--- config.mk ---
export PLATFORM = sky130hd
export DESIGN_NAME = bst_mac
export DESIGN_NICKNAME = d
export VERILOG_FILES = /design/src/rtl/bst_pkg.sv /design/src/rtl/bst_mac.sv
export SDC_FILE = /design/constraint.sdc
export NUM_CORES = 2
export LEC_CHECK = 0
export BUFFER_PORTS_ARGS = -buffer_cell sky130_fd_sc_hd__buf_2
export CAP_MARGIN = 20
export CORE_ASPECT_RATIO = 0.6
export CORE_UTILIZATION = 40
export CTS_CLUSTER_DIAMETER = 30
export CTS_CLUSTER_SIZE = 12
export DETAILED_ROUTE_END_ITERATION = 7
export GPL_TIMING_DRIVEN = 0
export PLACE_DENSITY = 0.56
export SLEW_MARGIN = 20
export SYNTH_ARGS = -nofsm -noshare
export SYNTH_HDL_FRONTEND = slang
export SYNTH_SLANG_ARGS = --single-unit
--- constraint.sdc ---
create_clock -name clk_i -period 3.5 [get_ports clk_i]
set_clock_uncertainty 0.1 [all_clocks]
set_input_delay 0.7 -clock clk_i [delete_from_list [all_inputs] [get_ports clk_i]]
set_output_delay 0.7 -clock clk_i [all_outputs]
set_load 0.005 [all_outputs]
--- src/rtl/bst_pkg.sv ---
`timescale 1ns / 1ps
`default_nettype none
package bst_pkg;

  localparam int unsigned MaxBlockRows = 256;
  localparam int unsigned MaxBlocks    = 4096;
  localparam int unsigned BlockSize    = 4;
  localparam int unsigned ValWords     = MaxBlocks * BlockSize * BlockSize;
  localparam int unsigned PtrDepth     = MaxBlockRows + 1;
  localparam int unsigned SolDepth     = MaxBlockRows * BlockSize;

  localparam int unsigned ValAw = $clog2(ValWords);
  localparam int unsigned BlkAw = $clog2(MaxBlocks);
  localparam int unsigned PtrAw = $clog2(PtrDepth);
  localparam int unsigned SolAw = $clog2(SolDepth);

  typedef enum logic [2:0] {
    CMD_VALUE    = 3'd0,
    CMD_COLUMN   = 3'd1,
    CMD_ROWSTART = 3'd2,
    CMD_DIAG     = 3'd3,
    CMD_RHS      = 3'd4,
    CMD_SOLVE    = 3'd5,
    CMD_READ     = 3'd6
  } cmd_e;

  localparam logic [1:0] StRead  = 2'd0;
  localparam logic [1:0] StClean = 2'd1;
  localparam logic [1:0] StSat   = 2'd2;

  // tag that travels with each product through the multiply-accumulate pipe
  typedef struct packed {
    logic       v;
    logic       first;
    logic       last;
    logic [1:0] row;
  } mac_tag_t;

  // saturate a wide signed value to 32 bits
  function automatic logic [31:0] sat32(input logic signed [50:0] v);
    logic ovf;
    ovf = !((&v[50:31]) || (~|v[50:31]));
    if (!ovf) return v[31:0];
    else if (v[50]) return 32'h8000_0000;
    else return 32'h7fff_ffff;
  endfunction

  function automatic logic ovf32(input logic signed [50:0] v);
    return !((&v[50:31]) || (~|v[50:31]));
  endfunction

endpackage
`default_nettype wire

--- src/rtl/bst_mac.sv ---
`timescale 1ns / 1ps
`default_nettype none
module bst_mac (
  input  wire logic                     clk_i,
  input  wire logic                     rst_ni,
  input  wire logic signed [31:0]       a_i,
  input  wire logic signed [31:0]       b_i,
  input  wire bst_pkg::mac_tag_t        tag_i,
  output logic signed [65:0]            acc_o,
  output bst_pkg::mac_tag_t             done_o
);
  import bst_pkg::*;

  logic signed [63:0] prod_q;
  logic signed [65:0] acc_q, acc_d;
  mac_tag_t           tb_q, done_q, done_d;

  // register the product
  always_ff @(posedge clk_i) begin
    prod_q <= a_i * b_i;
  end

  // accumulate four products per row, clear on the first
  always_comb begin
    acc_d  = (tb_q.first ? 66'sd0 : acc_q) + {{2{prod_q[63]}}, prod_q};
    done_d = tb_q;
    done_d.v = tb_q.v && tb_q.last;
  end

  always_ff @(posedge clk_i or negedge rst_ni) begin
    if (!rst_ni) begin
      tb_q   <= '0;
      done_q <= '0;
    end else begin
      tb_q   <= tag_i;
      done_q <= done_d;
    end
  end

  always_ff @(posedge clk_i) begin
    if (tb_q.v) acc_q <= acc_d;
  end

  assign acc_o  = acc_q;
  assign done_o = done_q;

endmodule
`default_nettype wire

==> reports/qor.txt <==
Final ANT Viol Nets -> 0
Clk slew on worst S/H paths -> 0.06 ns
Slowest-stage cell, CP -> fa_1
Netlist cell types -> 77
Met2 WL -> 69.2 mm
Critical path's largest stage delay -> 0.58 ns
Worst setup SP type -> input port
Nets@finish -> 6437
CP arrival -> 8.00 ns
Critical-path maximum fanout -> 5
Failing checks -> setup timing
Die ar. -> 111000 um2
Per-cell routed wire length -> 26.8 um
Post-synth EDFFs -> 66
Number of synthesized register bits -> 140
Vias after detailed routing -> 34400
Largest net degree at the start of global routing -> 39
Async SR Flop Fraction -> 7.14%
Fmax achieved -> 129 MHz
Met1 WL -> 76.7 mm
Synth Flop Type -> edfxtp_1
Crit path max-delay family -> adder cells
Worst Path Required -> 3.77 ns
Clock Path Buffers -> 2
Top cell by count, worst path -> fa_1
RSZ-0062 raised after global routing -> yes
Routability cong. -> 1.02
Die X -> 430 um
Hold Path Class -> flip-flop to flip-flop
CTS tree -> yes
Post-detail-place hpwl -> 143 mm
Inserted Clock Buffers -> 17
Min cycle time layout -> 7.73 ns
Syn avg cell area -> 9.44 um2
Setup violators final -> 85
Via count of the first global-routing pass -> 36400
Violation count after the first detailed-route iteration -> 3304
Slew @ Worst Pin -> 0.718 ns
Period utilization -> 221%
Post-synthesis sequential area ratio -> 8.01%
Area share of the largest cell type after synthesis -> 49.4%
Final Hold Fails -> 0
Core box area -> 108000 um2
Skew-Pair Late Insertion Delay -> 0.45 ns
DRT Pass-1 Iters -> 5
Leading area contributor after synthesis -> fa_1
H-tree levels -> 4
Status -> finished, violations left
Clock Sinks -> 140
Port buffer count -> 141
Starting Density -> 40.6%
Crit Path Category -> input port to flip-flop
Maxcap violations -> 0
Ports -> 142
Die H -> 259 um
Setup TNS -> -197.78 ns
Worst setup EP type -> flip-flop
Setup ws final -> -4.23 ns
Gr ovfl total -> 0
Buf/Inv on CP -> 8
Final WL -> 174 mm
CTS root buf -> clkbuf_16
Slew HR -> 52.1%
Met3 Wirelength -> 23.9 mm
Max layer used -> met5
Dominant cells by area after synthesis -> fa_1, inv_1, and2_1
Site row count -> 93
First-pass GRT wire length -> 253 mm
Mapped Area -> 43900 um2
Final Max Tran Viols -> 0
Gr usage total -> 31.9%
DR DRC count -> 0
Syn nets -> 6054
Ys Warns -> 0
Synthesis-to-finish area growth -> 25.2%
Via/cell ratio -> 5.30
Antenna violations before repair -> 32
Layout cells sized above 1 -> 22.2%
Mapped Cells -> 4651
sequential cells by signal (all words and copies together), names as in the netlist:
name    flops
done_d      4
done_o      5
acc_o      66
prod_q     64
tb_q        1
layout by cell type, fill, tap and decap left out, types with 44 or more instances in the layout:
cell type and instances:
ha_1 178, a21oi_1 83, buf_12 44, nand2_1 526, and2_1 469, fa_1 980
and2_4 50, nor2b_1 78, buf_4 166, xnor2_1 84, dfxtp_1 64, a21o_1 53
clkbuf_16 102, buf_6 70, buf_2 103, inv_1 969, fa_2 103, ha_4 65
inv_2 62, clkbuf_8 46, edfxtp_1 66, nor2_1 75
stage by stage:
step	worst slack, ns	hold WS (ns)	instance area (um2)	std cells	util, %
2_1_floorplan	-4.63	0.231	45400	4651	-
3_3_place_gp	-6.38	0.231	47900	6217	44.3
3_5_place_dp	-6.30	0.241	47900	6219	44.4
4_1_cts	-4.18	0.244	53400	6399	49.5
5_1_grt	-4.37	0.241	54900	6484	50.9
6_report	-4.23	0.254	55000	6495	50.9
cells by family (layout without fill, tap and decap cells):
| family | after synthesis | in the layout | synth area share, % |
|---|---|---|---|
| simple gates | 1376 | 1376 | 15.9 |
| fa+ha+maj | 1332 | 1332 | 56.5 |
| flops | 140 | 140 | 8.01 |
| buf+inv | 1262 | 1658 | 10.8 |
| xor+xnor | 133 | 133 | 2.65 |
| other cells | 0 | 23 | 0 |
| compound gates | 408 | 408 | 6.12 |
per-layer routing:
layer | GRT usage (%) | vias up
met5 | 1.09 | -
met4 | 6.13 | 10
met3 | 13.4 | 234
met2 | 44.2 | 1774
met1 | 46.3 | 17800
li1 | - | 14600
worst paths after layout:
kind / cells past startpoint / startpoint / to / slack [ns]
worst min register to register: 0 / done_d[1] / done_o[1] / 0.25
worst min-delay path: 0 / done_d[1] / done_o[1] / 0.25
worst max register to register: 16 / done_d[3] / acc_o[58] / -0.72
worst max-delay path: 28 / a_i[31] / prod_q[63] / -4.23
min in group asynchronous: 2 / rst_ni / done_o[1] / 0.55
max in group asynchronous: 2 / rst_ni / tb_q[4] / 2.55
synth_stat cells, types with 5 or more instances:
master    count
fa_1       1083
inv_1      1035
nand2_1     559
and2_1      520
ha_1        249
clkbuf_1    220
a21oi_1     128
xnor2_1      97
nor2_1       91
nor2b_1      79
edfxtp_1     66
dfxtp_1      64
o21ai_0      62
a21o_1       53
xor2_1       36
nand2b_1     29
nand3_1      27
o21a_1       27
nand4_1      25
o21bai_1     23
a31oi_1      19
a211oi_1     13
and3_1       10
dfrtp_1      10
nor3_1       10
o211ai_1      9
or3_1         7
a211o_1       6
a21boi_0      5
o21ai_2       5
o31ai_1       5
worst reg2reg max path: stages (launching register included):
cell,delay (ns)
dfrtp_2,0.45
clkbuf_16,0.19
clkbuf_8,0.18
nor2b_4,0.15
ha_4,0.15
inv_2,0.04
fa_2,0.35
nand2b_4,0.17
a21oi_4,0.16
o21ai_2,0.11
a211oi_4,0.38
nor3b_4,0.12
o41ai_4,0.51
a31oi_2,0.26
o21ai_2,0.22
nand2_1,0.12
o311a_1,0.31
what timing repair did:
action                                 CTS  global route
pin swaps                              194           169
cloned                                   3             2
hold buffers                             1             0
setup endpoints to repair               99            95
gates resized for setup                814           275
setup buffers                          154            77
endpoints found under the hold margin    9             0
area by class of cell:
type                       instances  area [um2]
fill                           10000       53000
multi-input combinational       3249       38200
inverter                        1035        3900
buffer                           219        3550
sequential                       140        3520
timing repair buffer             372        3360
tap                             1425        1780
clock buffer                      21         472
clock inverter                    11         106
antenna                           23        57.6
Power is not shown: default switching activity piles up to over one toggle a cycle in this logic, so the estimate is an artifact.
